`src/rtl/core/alt_pkg.sv`:
```
`default_nettype none

package alt_pkg;

    // Number formatting: magnitudes saturate at 2^(VALUE_BITS-1)-1.
    localparam int VALUE_BITS = 32;
    localparam int TOKEN_W    = 32;
    localparam int MAG_W      = VALUE_BITS - 1;
    localparam int SUM_W      = MAG_W + 4;

    // Depth of the result queue and its occupancy width.
    localparam int FIFO_DEPTH = 4;
    localparam int FIFO_AW    = $clog2(FIFO_DEPTH);
    localparam int FIFO_CW    = FIFO_AW + 1;

    // Character codes that the lexer recognises.
    localparam logic [7:0] CH_SEMI   = 8'h3B;
    localparam logic [7:0] CH_COMMA  = 8'h2C;
    localparam logic [7:0] CH_MINUS  = 8'h2D;
    localparam logic [7:0] CH_DOLLAR = 8'h24;
    localparam logic [7:0] CH_ZERO   = 8'h30;
    localparam logic [7:0] CH_NINE   = 8'h39;
    localparam logic [7:0] CH_SPACE  = 8'h20;
    localparam logic [7:0] CH_TAB    = 8'h09;
    localparam logic [7:0] CH_CR     = 8'h0D;

    // Input command codes.
    localparam logic CMD_CHAR = 1'b0;
    localparam logic CMD_EOI  = 1'b1;

    // Error codes.
    localparam logic ERR_MINUS  = 1'b0;
    localparam logic ERR_DOLLAR = 1'b1;

    // Lexer modes.
    typedef enum logic [2:0] {
        M_IDLE   = 3'd0,
        M_POS    = 3'd1,
        M_NEG    = 3'd2,
        M_REG    = 3'd3,
        M_OPC    = 3'd4,
        M_MINUS  = 3'd5,
        M_DOLLAR = 3'd6,
        M_SKIP   = 3'd7
    } t_lex_mode;

    // Token kinds.
    typedef enum logic [2:0] {
        K_END   = 3'd0,
        K_SEP   = 3'd1,
        K_INT   = 3'd2,
        K_REG   = 3'd3,
        K_OPC   = 3'd4,
        K_OPEND = 3'd5,
        K_ERR   = 3'd6
    } t_kind;

    // One result item.
    typedef struct packed {
        t_kind              kind;
        logic [TOKEN_W-1:0] value;
        logic [7:0]         op_char;
        logic               err;
        logic               sat;
        logic               last;
    } t_token;

    // Results produced by the lexer for one input item.
    typedef struct packed {
        logic   emit0;
        logic   emit1;
        t_token tok0;
        t_token tok1;
    } t_lex_out;

    // Result queue status seen by the top level.
    typedef struct packed {
        logic [FIFO_CW-1:0] count;
        logic               room;
    } t_fifo_status;

    // Builds a token with all unused fields cleared.
    function automatic t_token mk_tok(t_kind kind, logic [TOKEN_W-1:0] value,
                                      logic [7:0] ch, logic err, logic sat);
        t_token t;
        t.kind    = kind;
        t.value   = value;
        t.op_char = ch;
        t.err     = err;
        t.sat     = sat;
        t.last    = 1'b0;
        return t;
    endfunction

endpackage

`default_nettype wire

```
`src/rtl/core/alt_lexer.sv`:
```
`default_nettype none

module alt_lexer
    import alt_pkg::*;
(
    input  wire logic       i_clk,
    input  wire logic       i_rst_n,
    input  wire logic       i_go,
    input  wire logic       i_cmd,
    input  wire logic [7:0] i_char_code,
    output t_lex_out        o_res
);

    t_lex_mode        r_mode, n_mode;
    logic [MAG_W-1:0] r_acc, n_acc;
    logic             r_ovf, n_ovf;

    logic             is_ws;
    logic             is_dig;
    logic [3:0]       digit;
    logic [SUM_W-1:0] acc_sum;
    logic             acc_sat;
    t_token           num_tok;
    logic [TOKEN_W-1:0] num_val;
    logic             ib_emit;
    t_token           ib_tok;
    t_lex_mode        ib_mode;

    // Character classes and the multiply-by-ten accumulate.
    always_comb begin
        is_ws   = (i_char_code == CH_SPACE) ||
                  ((i_char_code >= CH_TAB) && (i_char_code <= CH_CR));
        is_dig  = (i_char_code >= CH_ZERO) && (i_char_code <= CH_NINE);
        digit   = 4'(i_char_code - CH_ZERO);
        acc_sum = ({4'b0, r_acc} << 3) + ({4'b0, r_acc} << 1) + SUM_W'(digit);
        acc_sat = acc_sum > SUM_W'({MAG_W{1'b1}});
    end

    // The number token that a flush would send.
    always_comb begin
        num_val = TOKEN_W'({1'b0, r_acc});
        if (r_mode == M_NEG) begin
            num_val = TOKEN_W'(0) - num_val;
        end
        num_tok = mk_tok((r_mode == M_REG) ? K_REG : K_INT, num_val, 8'h00, 1'b0, r_ovf);
    end

    // Handling of a byte seen between tokens.
    always_comb begin
        ib_emit = 1'b0;
        ib_tok  = mk_tok(K_END, '0, 8'h00, 1'b0, 1'b0);
        ib_mode = M_IDLE;
        if (is_ws) begin
            ib_mode = M_IDLE;
        end else if (i_char_code == CH_SEMI) begin
            ib_emit = 1'b1;
            ib_mode = M_SKIP;
        end else if (i_char_code == CH_COMMA) begin
            ib_emit = 1'b1;
            ib_tok  = mk_tok(K_SEP, '0, 8'h00, 1'b0, 1'b0);
        end else if (is_dig) begin
            ib_mode = M_POS;
        end else if (i_char_code == CH_MINUS) begin
            ib_mode = M_MINUS;
        end else if (i_char_code == CH_DOLLAR) begin
            ib_mode = M_DOLLAR;
        end else begin
            ib_emit = 1'b1;
            ib_tok  = mk_tok(K_OPC, '0, i_char_code, 1'b0, 1'b0);
            ib_mode = M_OPC;
        end
    end

    // Next state and results for the item being processed.
    always_comb begin
        n_mode = r_mode;
        n_acc  = r_acc;
        n_ovf  = r_ovf;
        o_res.emit0 = 1'b0;
        o_res.emit1 = 1'b0;
        o_res.tok0  = mk_tok(K_END, '0, 8'h00, 1'b0, 1'b0);
        o_res.tok1  = mk_tok(K_END, '0, 8'h00, 1'b0, 1'b0);
        if (i_go) begin
            if (i_cmd == CMD_EOI) begin
                unique case (r_mode)
                    M_IDLE: begin
                        o_res.emit0 = 1'b1;
                    end
                    M_POS, M_NEG, M_REG: begin
                        o_res.emit0 = 1'b1;
                        o_res.tok0  = num_tok;
                        o_res.emit1 = 1'b1;
                    end
                    M_OPC: begin
                        o_res.emit0 = 1'b1;
                        o_res.tok0  = mk_tok(K_OPEND, '0, 8'h00, 1'b0, 1'b0);
                        o_res.emit1 = 1'b1;
                    end
                    M_MINUS: begin
                        o_res.emit0 = 1'b1;
                        o_res.tok0  = mk_tok(K_ERR, '0, 8'h00, ERR_MINUS, 1'b0);
                    end
                    M_DOLLAR: begin
                        o_res.emit0 = 1'b1;
                        o_res.tok0  = mk_tok(K_ERR, '0, 8'h00, ERR_DOLLAR, 1'b0);
                    end
                    default: begin
                    end
                endcase
                n_mode = M_IDLE;
                n_acc  = '0;
                n_ovf  = 1'b0;
            end else begin
                unique case (r_mode)
                    M_IDLE: begin
                        o_res.emit0 = ib_emit;
                        o_res.tok0  = ib_tok;
                        n_mode      = ib_mode;
                        if (is_dig) begin
                            n_acc = MAG_W'(digit);
                            n_ovf = 1'b0;
                        end
                    end
                    M_POS, M_NEG, M_REG: begin
                        if (is_dig) begin
                            n_acc = acc_sat ? {MAG_W{1'b1}} : acc_sum[MAG_W-1:0];
                            n_ovf = r_ovf | acc_sat;
                        end else begin
                            // Flush the number, then treat the byte as between tokens.
                            o_res.emit0 = 1'b1;
                            o_res.tok0  = num_tok;
                            o_res.emit1 = ib_emit;
                            o_res.tok1  = ib_tok;
                            n_mode      = ib_mode;
                            n_acc       = '0;
                            n_ovf       = 1'b0;
                        end
                    end
                    M_OPC: begin
                        o_res.emit0 = 1'b1;
                        if (is_ws) begin
                            o_res.tok0 = mk_tok(K_OPEND, '0, 8'h00, 1'b0, 1'b0);
                            n_mode     = M_IDLE;
                        end else begin
                            o_res.tok0 = mk_tok(K_OPC, '0, i_char_code, 1'b0, 1'b0);
                        end
                    end
                    M_MINUS, M_DOLLAR: begin
                        if (is_dig) begin
                            n_acc  = MAG_W'(digit);
                            n_ovf  = 1'b0;
                            n_mode = (r_mode == M_MINUS) ? M_NEG : M_REG;
                        end else begin
                            o_res.emit0 = 1'b1;
                            o_res.tok0  = mk_tok(K_ERR, '0, 8'h00,
                                                 (r_mode == M_DOLLAR) ? ERR_DOLLAR : ERR_MINUS,
                                                 1'b0);
                            n_mode      = M_SKIP;
                        end
                    end
                    default: begin
                        n_mode = M_SKIP;
                    end
                endcase
            end
        end
        // The last result of the item carries the run-last mark.
        o_res.tok0.last = !o_res.emit1;
        o_res.tok1.last = 1'b1;
    end

    // Lexer state registers.
    always_ff @(posedge i_clk) begin
        if (!i_rst_n) begin
            r_mode <= M_IDLE;
            r_acc  <= '0;
            r_ovf  <= 1'b0;
        end else begin
            r_mode <= n_mode;
            r_acc  <= n_acc;
            r_ovf  <= n_ovf;
        end
    end

endmodule

`default_nettype wire

```
`src/rtl/core/alt_token_fifo.sv`:
```
`default_nettype none

module alt_token_fifo
    import alt_pkg::*;
(
    input  wire logic   i_clk,
    input  wire logic   i_rst_n,
    input  wire t_lex_out i_res,
    input  wire logic   i_rd,
    output t_token      o_head,
    output logic        o_valid,
    output t_fifo_status o_status
);

    t_token             r_q [FIFO_DEPTH];
    logic [FIFO_AW-1:0] r_wp, n_wp;
    logic [FIFO_AW-1:0] r_rp, n_rp;
    logic [FIFO_CW-1:0] r_count, n_count;
    logic [FIFO_CW-1:0] wr_n;
    logic               rd_do;

    // Pointer and occupancy updates.
    always_comb begin
        rd_do   = i_rd && (r_count != '0);
        wr_n    = FIFO_CW'(i_res.emit0) + FIFO_CW'(i_res.emit1);
        n_wp    = r_wp + FIFO_AW'(wr_n);
        n_rp    = r_rp + FIFO_AW'(rd_do);
        n_count = r_count + wr_n - FIFO_CW'(rd_do);
    end

    always_ff @(posedge i_clk) begin
        if (!i_rst_n) begin
            r_wp    <= '0;
            r_rp    <= '0;
            r_count <= '0;
        end else begin
            r_wp    <= n_wp;
            r_rp    <= n_rp;
            r_count <= n_count;
        end
    end

    // Up to two entries are written per cycle, in order.
    always_ff @(posedge i_clk) begin
        if (i_res.emit0) begin
            r_q[r_wp] <= i_res.tok0;
        end
        if (i_res.emit1) begin
            r_q[r_wp + FIFO_AW'(1)] <= i_res.tok1;
        end
    end

    // The head entry drives the output; room means at least two free entries.
    always_comb begin
        o_head         = r_q[r_rp];
        o_valid        = (r_count != '0);
        o_status.count = r_count;
        o_status.room  = (r_count <= FIFO_CW'(FIFO_DEPTH - 2));
    end

endmodule

`default_nettype wire

```
`src/rtl/core/assembly_line_tokenizer_core.sv`:
```
//  Channel   Direction  Handshake            Payload
//  input     in         i_valid / o_stall    i_cmd, i_char_code
//  result    out        o_valid / i_stall    o_token_kind, o_token_value, o_op_char,
//                                            o_error_code, o_value_saturated, o_run_last
//
//  An item is registered on acceptance and is lexed when the queue has room; it then writes its
//  zero, one or two results into a four-entry result queue, and the first result can leave
//  in the cycle after it is written. One item is accepted per cycle while o_stall is low; an
//  item that yields two results needs two output transfers, so the output port sets the
//  long-run rate. Lexing waits while the queue has fewer than two free entries, and the input
//  stalls only while the registered item is waiting. Reset is synchronous and clears the lexer
//  state, the input stage and the queue.
`default_nettype none

module assembly_line_tokenizer_core
    import alt_pkg::*;
(
    input  wire logic                      i_clk,
    input  wire logic                      i_rst_n,
    input  wire logic                      i_valid,
    output logic                           o_stall,
    input  wire logic                      i_cmd,
    input  wire logic [7:0]                i_char_code,
    output logic                           o_valid,
    input  wire logic                      i_stall,
    output logic [2:0]                     o_token_kind,
    output logic signed [TOKEN_W-1:0]      o_token_value,
    output logic [7:0]                     o_op_char,
    output logic                           o_error_code,
    output logic                           o_value_saturated,
    output logic                           o_run_last
);

    logic         r_in_vld, n_in_vld;
    logic         r_in_cmd;
    logic [7:0]   r_in_char;
    logic         in_acc;
    logic         lex_go;
    t_lex_out     lex_res;
    t_token       head;
    t_fifo_status fifo_st;

    // Input stage control.
    always_comb begin
        lex_go   = r_in_vld && fifo_st.room;
        o_stall  = r_in_vld && !lex_go;
        in_acc   = i_valid && !o_stall;
        n_in_vld = in_acc || (r_in_vld && !lex_go);
    end

    always_ff @(posedge i_clk) begin
        if (!i_rst_n) begin
            r_in_vld <= 1'b0;
        end else begin
            r_in_vld <= n_in_vld;
        end
    end

    // The input payload is loaded only when an item is taken.
    always_ff @(posedge i_clk) begin
        if (in_acc) begin
            r_in_cmd  <= i_cmd;
            r_in_char <= i_char_code;
        end
    end

    alt_lexer u_lexer (
        .i_clk       (i_clk),
        .i_rst_n     (i_rst_n),
        .i_go        (lex_go),
        .i_cmd       (r_in_cmd),
        .i_char_code (r_in_char),
        .o_res       (lex_res)
    );

    alt_token_fifo u_fifo (
        .i_clk    (i_clk),
        .i_rst_n  (i_rst_n),
        .i_res    (lex_res),
        .i_rd     (!i_stall),
        .o_head   (head),
        .o_valid  (o_valid),
        .o_status (fifo_st)
    );

    // Result fields from the head of the queue.
    always_comb begin
        o_token_kind      = head.kind;
        o_token_value     = head.value;
        o_op_char         = head.op_char;
        o_error_code      = head.err;
        o_value_saturated = head.sat;
        o_run_last        = head.last;
    end

`ifndef SYNTH
    // The queue never holds more entries than it has.
    a_fifo_bound: assert property (@(posedge i_clk) disable iff (!i_rst_n)
        fifo_st.count <= FIFO_CW'(FIFO_DEPTH))
        else $error("result queue overfilled");

    // A registered item that is not lexed stays in place unchanged.
    a_in_hold: assert property (@(posedge i_clk) disable iff (!i_rst_n)
        (r_in_vld && !lex_go) |=> (r_in_vld && $stable(r_in_char) && $stable(r_in_cmd)))
        else $error("waiting item lost or changed");

    // A second result is only ever written together with a first one.
    a_emit_order: assert property (@(posedge i_clk) disable iff (!i_rst_n)
        lex_res.emit1 |-> (lex_res.emit0 && lex_go))
        else $error("second result without first");

    // Occupancy follows writes and reads.
    a_count: assert property (@(posedge i_clk) disable iff (!i_rst_n)
        (lex_go && !lex_res.emit0 && !(o_valid && !i_stall)) |=>
        $stable(fifo_st.count))
        else $error("queue count changed without traffic");
`endif

endmodule

`default_nettype wire

```
`config.mk`:
```
export PLATFORM = sky130hd
export DESIGN_NAME = assembly_line_tokenizer_core
export DESIGN_NICKNAME = d
export VERILOG_FILES = /design/src/rtl/core/alt_pkg.sv /design/src/rtl/core/alt_lexer.sv /design/src/rtl/core/alt_token_fifo.sv /design/src/rtl/core/assembly_line_tokenizer_core.sv
export SDC_FILE = /design/constraint.sdc
export NUM_CORES = 1
export LEC_CHECK = 0
export BUFFER_PORTS_ARGS = -buffer_cell sky130_fd_sc_hd__buf_4
export CORE_ASPECT_RATIO = 0.6
export CORE_MARGIN = 4
export CORE_UTILIZATION = 55
export DETAILED_ROUTE_END_ITERATION = 6
export PLACE_DENSITY = 0.77
export SYNTH_ARGS = -nofsm -noshare
export SYNTH_HDL_FRONTEND = slang
export SYNTH_SLANG_ARGS = --single-unit
export TNS_END_PERCENT = 1
```
`constraint.sdc`:
```
create_clock -name i_clk -period 9.3 [get_ports i_clk]
set_input_delay 1.395 -clock i_clk [delete_from_list [all_inputs] [get_ports i_clk]]
set_output_delay 1.395 -clock i_clk [all_outputs]
set_load 0.02 [all_outputs]
```
==> out/results.tsv <==
metric	value	unit
async_flop_share	0	%
cts_buffer_depth	3	
grt_max_degree	79	
relSlewSlack	22.78	%
yosysWarnings	0	
synth_mux_area_share	8.359	%
cts_buffers	22	
syn_area	12570	um2
nets	1438	
fin_crit	5019	ps
route.vias.total	10646	
num_rows	42	
path_class	reg2reg	
hold_start	u_fifo.r_q[3][40]	
cts_sinks	236	
synth_edf_count	49	
synth_seq_area_share	41.48	%
synth_fa_ha_area_share	7.245	%
overflow	0	
crit_chain	inv_1 -> fa_1 -> inv_1 -> ha_1 -> a211oi_1 -> nor2_1 -> a31oi_2 -> o41ai_2 -> a31o_1 -> mux2_4 -> a311o_4 -> nor3_4 -> a311oi_1	
drive_above_1_share	12.79	%
postLayoutCoreUtil	62.80	%
syn_inst	1346	
die_y	125.1	um
min_path_cells	2	
min_to	u_fifo.r_q[3][40]	
leakagePower	5.301	nW
clock.fmax	199.3	MHz
switching_share	28.53	%
die_area	25420	um2
antenna_cells	0	
grt_antenna_before_repair	0	
slowest_delay	870	ps
h-tree-depth	1	
coreArea	22280	um2
hpwl	22450	um
cp.arrival	5360	ps
ys_seq_elements	236	
worst_path_dominant_cell_family	compound AO/OA/AOI/OAI gates	
cts.clk_slew.worst_paths	70	ps
synthDistinctLibCells	69	
grt.total_usage	26.14	%
drt.antenna.violating_nets	0	
total_power	2.633	mW
synth-simple-area-share	17.08	%
drtIter0Drc	1313	
p_per_area	188.1	nW/um2
vias_per_cell	6.352	
clkPwrFrac	38.2	%
synth_top_family_by_area	compound AO/OA/AOI/OAI gates	
rsz0062_at_grt	no	
p_int	1.881	mW
drt-total-wl	33820	um
power.share.sequential	42.9	%
cp_num_buf_inv	2	
ios	61	
r2r_slack	4280	ps
slew_violations	0	
dr.pass1.iters	5	
port_buffers	60	
synth_compound_area_share	18.04	%
fillers	1834	
crit_path_max_fanout	26	
finalSetupViolCount	0	
drc	0	
worst_r2r_startpoint	r_in_char[3]	
fin_hold_ws	457.7	ps
final_cell_mix	dfxtp_1, o21ai_0, nand3_1, nand2_1, buf_4	
maxCapViolCount	0	
setup_tns	0	ps
grt_pass1_vias	9992	
start_kind	register	
power_frac_comb	18.9	%
crit_required	9640	ps
synth_xor_xnor_area_share	4.379	%
end_kind	register	
skew	11.78	ps
final_common_cell	dfxtp_1	
fin_crit_sh	53.96	%
gp_congestion	0.9433	
p_sw	0.7512	mW
clk_latency	520	ps
die_w	203.2	um
hold_viol_final	0	
grt_first_pass_wirelength	55060	um
post_cts_buffers	0	
drt-wirelength-per-cell	20.18	um
peakVddDrop	0.1180	mV
r2r_end	u_lexer.r_acc[21]	
syn2layout_area_growth	11.29	%
cts_hold_buf	0	
crit_top_cell	inv_1	
tightest_slew	1151	ps
syn_nets	1430	
r2r_cells	13	
cp_slowest_cell	nor3_4	
cts_root_buffer	clkbuf_16	
hold_class	reg2reg	
cts_resized	0	
status	finished clean	
synth_area_per_cell	9.341	um2
cts_tree	built	
synth_ff_type	dfxtp_1	
initial_core_util	56.43	%
[flip-flops by register name, indices dropped and copies added, names as in the netlist]
register / count
u_lexer.r_mode: 3
u_fifo.r_q: 184
u_fifo.r_rp: 2
u_lexer.r_ovf: 1
u_fifo.r_count: 3
r_in_vld: 1
r_in_cmd: 1
u_lexer.r_acc: 31
u_fifo.r_wp: 2
r_in_char: 8
[synth_stat cells, drive strengths merged, types with 3 or more instances]
cell type / instances / area share, %
o21ai: 204 / 8.1
nand4: 6 / 0.30
o31ai: 9 / 0.54
nor4: 10 / 0.50
o21a: 10 / 0.60
clkbuf: 69 / 2.1
ha: 68 / 6.8
o41ai: 6 / 0.54
and2: 32 / 1.6
a211oi: 9 / 0.54
a311oi: 8 / 0.56
or4: 4 / 0.24
o211ai: 4 / 0.24
a31oi: 8 / 0.45
nor2: 65 / 1.9
nand3: 162 / 6.4
mux4: 46 / 8.2
a21o: 11 / 0.66
nor3: 16 / 0.73
xnor2: 37 / 2.6
buf: 19 / 0.71
or3: 4 / 0.20
fa: 3 / 0.48
o21bai: 5 / 0.30
a21oi: 57 / 2.3
edfxtp: 49 / 12
o22ai: 22 / 1.1
dfxtp: 187 / 30
xor2: 25 / 1.7
inv: 22 / 0.66
nand2b: 7 / 0.35
nor2b: 8 / 0.40
and3: 10 / 0.50
nand2: 98 / 2.9
a22oi: 13 / 0.78
[worst register-to-register path: cells and delay by family (launching register included)]
kind            cells  cell delay (ps)
fa+ha+maj           2              900
mux                 1              300
simple gates        2             1110
buf+inv             2              200
compound gates      6             1740
flops               1              580
[power groups by stage]
stage / combinational [mW] / clock (mW) / sequential [mW]
final: 0.498 / 1.01 / 1.13
after global placement: 0.485 / 0 / 1.15
after detailed placement: 0.493 / 0 / 1.15
after floorplan: 0.371 / 0 / 1.13
after global routing: 0.539 / 1.06 / 1.13
after CTS: 0.496 / 1.02 / 1.13
[through the flow]
stage | worst slack, ps | std cells | cell area, um2
6_report | 4281 | 1676 | 13990
5_1_grt | 4055 | 1676 | 13990
4_1_cts | 4330 | 1676 | 13990
3_5_place_dp | 4401 | 1638 | 13180
3_3_place_gp | 4565 | 1638 | 13180
2_1_floorplan | 5299 | 1346 | 12570
[layer usage]
| layer | global-route usage, % | share of wire [%] |
|---|---|---|
| met5 | 0 | 0 |
| met4 | 5.113 | 1.8 |
| met3 | 4.684 | 7.7 |
| met2 | 39.23 | 44 |
| met1 | 40.03 | 47 |
[how the worst max path moves through the flow]
stage | startpoint | to | slack (ps) | cells after the start
floorplan | r_in_char[3] | u_lexer.r_acc[20] | 5300 | 15
global placement | r_in_char[3] | u_lexer.r_acc[20] | 4570 | 13
detailed placement | r_in_char[3] | u_lexer.r_acc[6] | 4400 | 13
CTS | r_in_char[3] | u_lexer.r_acc[6] | 4330 | 13
global route | r_in_char[3] | u_lexer.r_acc[10] | 4050 | 13
finish | r_in_char[3] | u_lexer.r_acc[21] | 4280 | 13
[cell type report]
class                           count  area, um2  share of cell area [%]
Inverter                           22      82.58                  0.5901
Clock buffer                       30      685.7                   4.900
Timing Repair Buffer               72      540.5                   3.863
Tap cell                          308      385.4                   2.754
Clock inverter                      8      127.6                  0.9120
Sequential cell                   236       5218                   37.29
Multi-Input combinational cell   1000       6954                   49.70
[cell families after synthesis]
logic type,Yosys count
and+or+nand+nor,436
AOI/OAI and AO/OA,384
DFF,236
buffers and inverters,110
adders and majority gates,71
xor gates and xnor gates,62
muxes,47
Power figures use the tool's default switching activity.
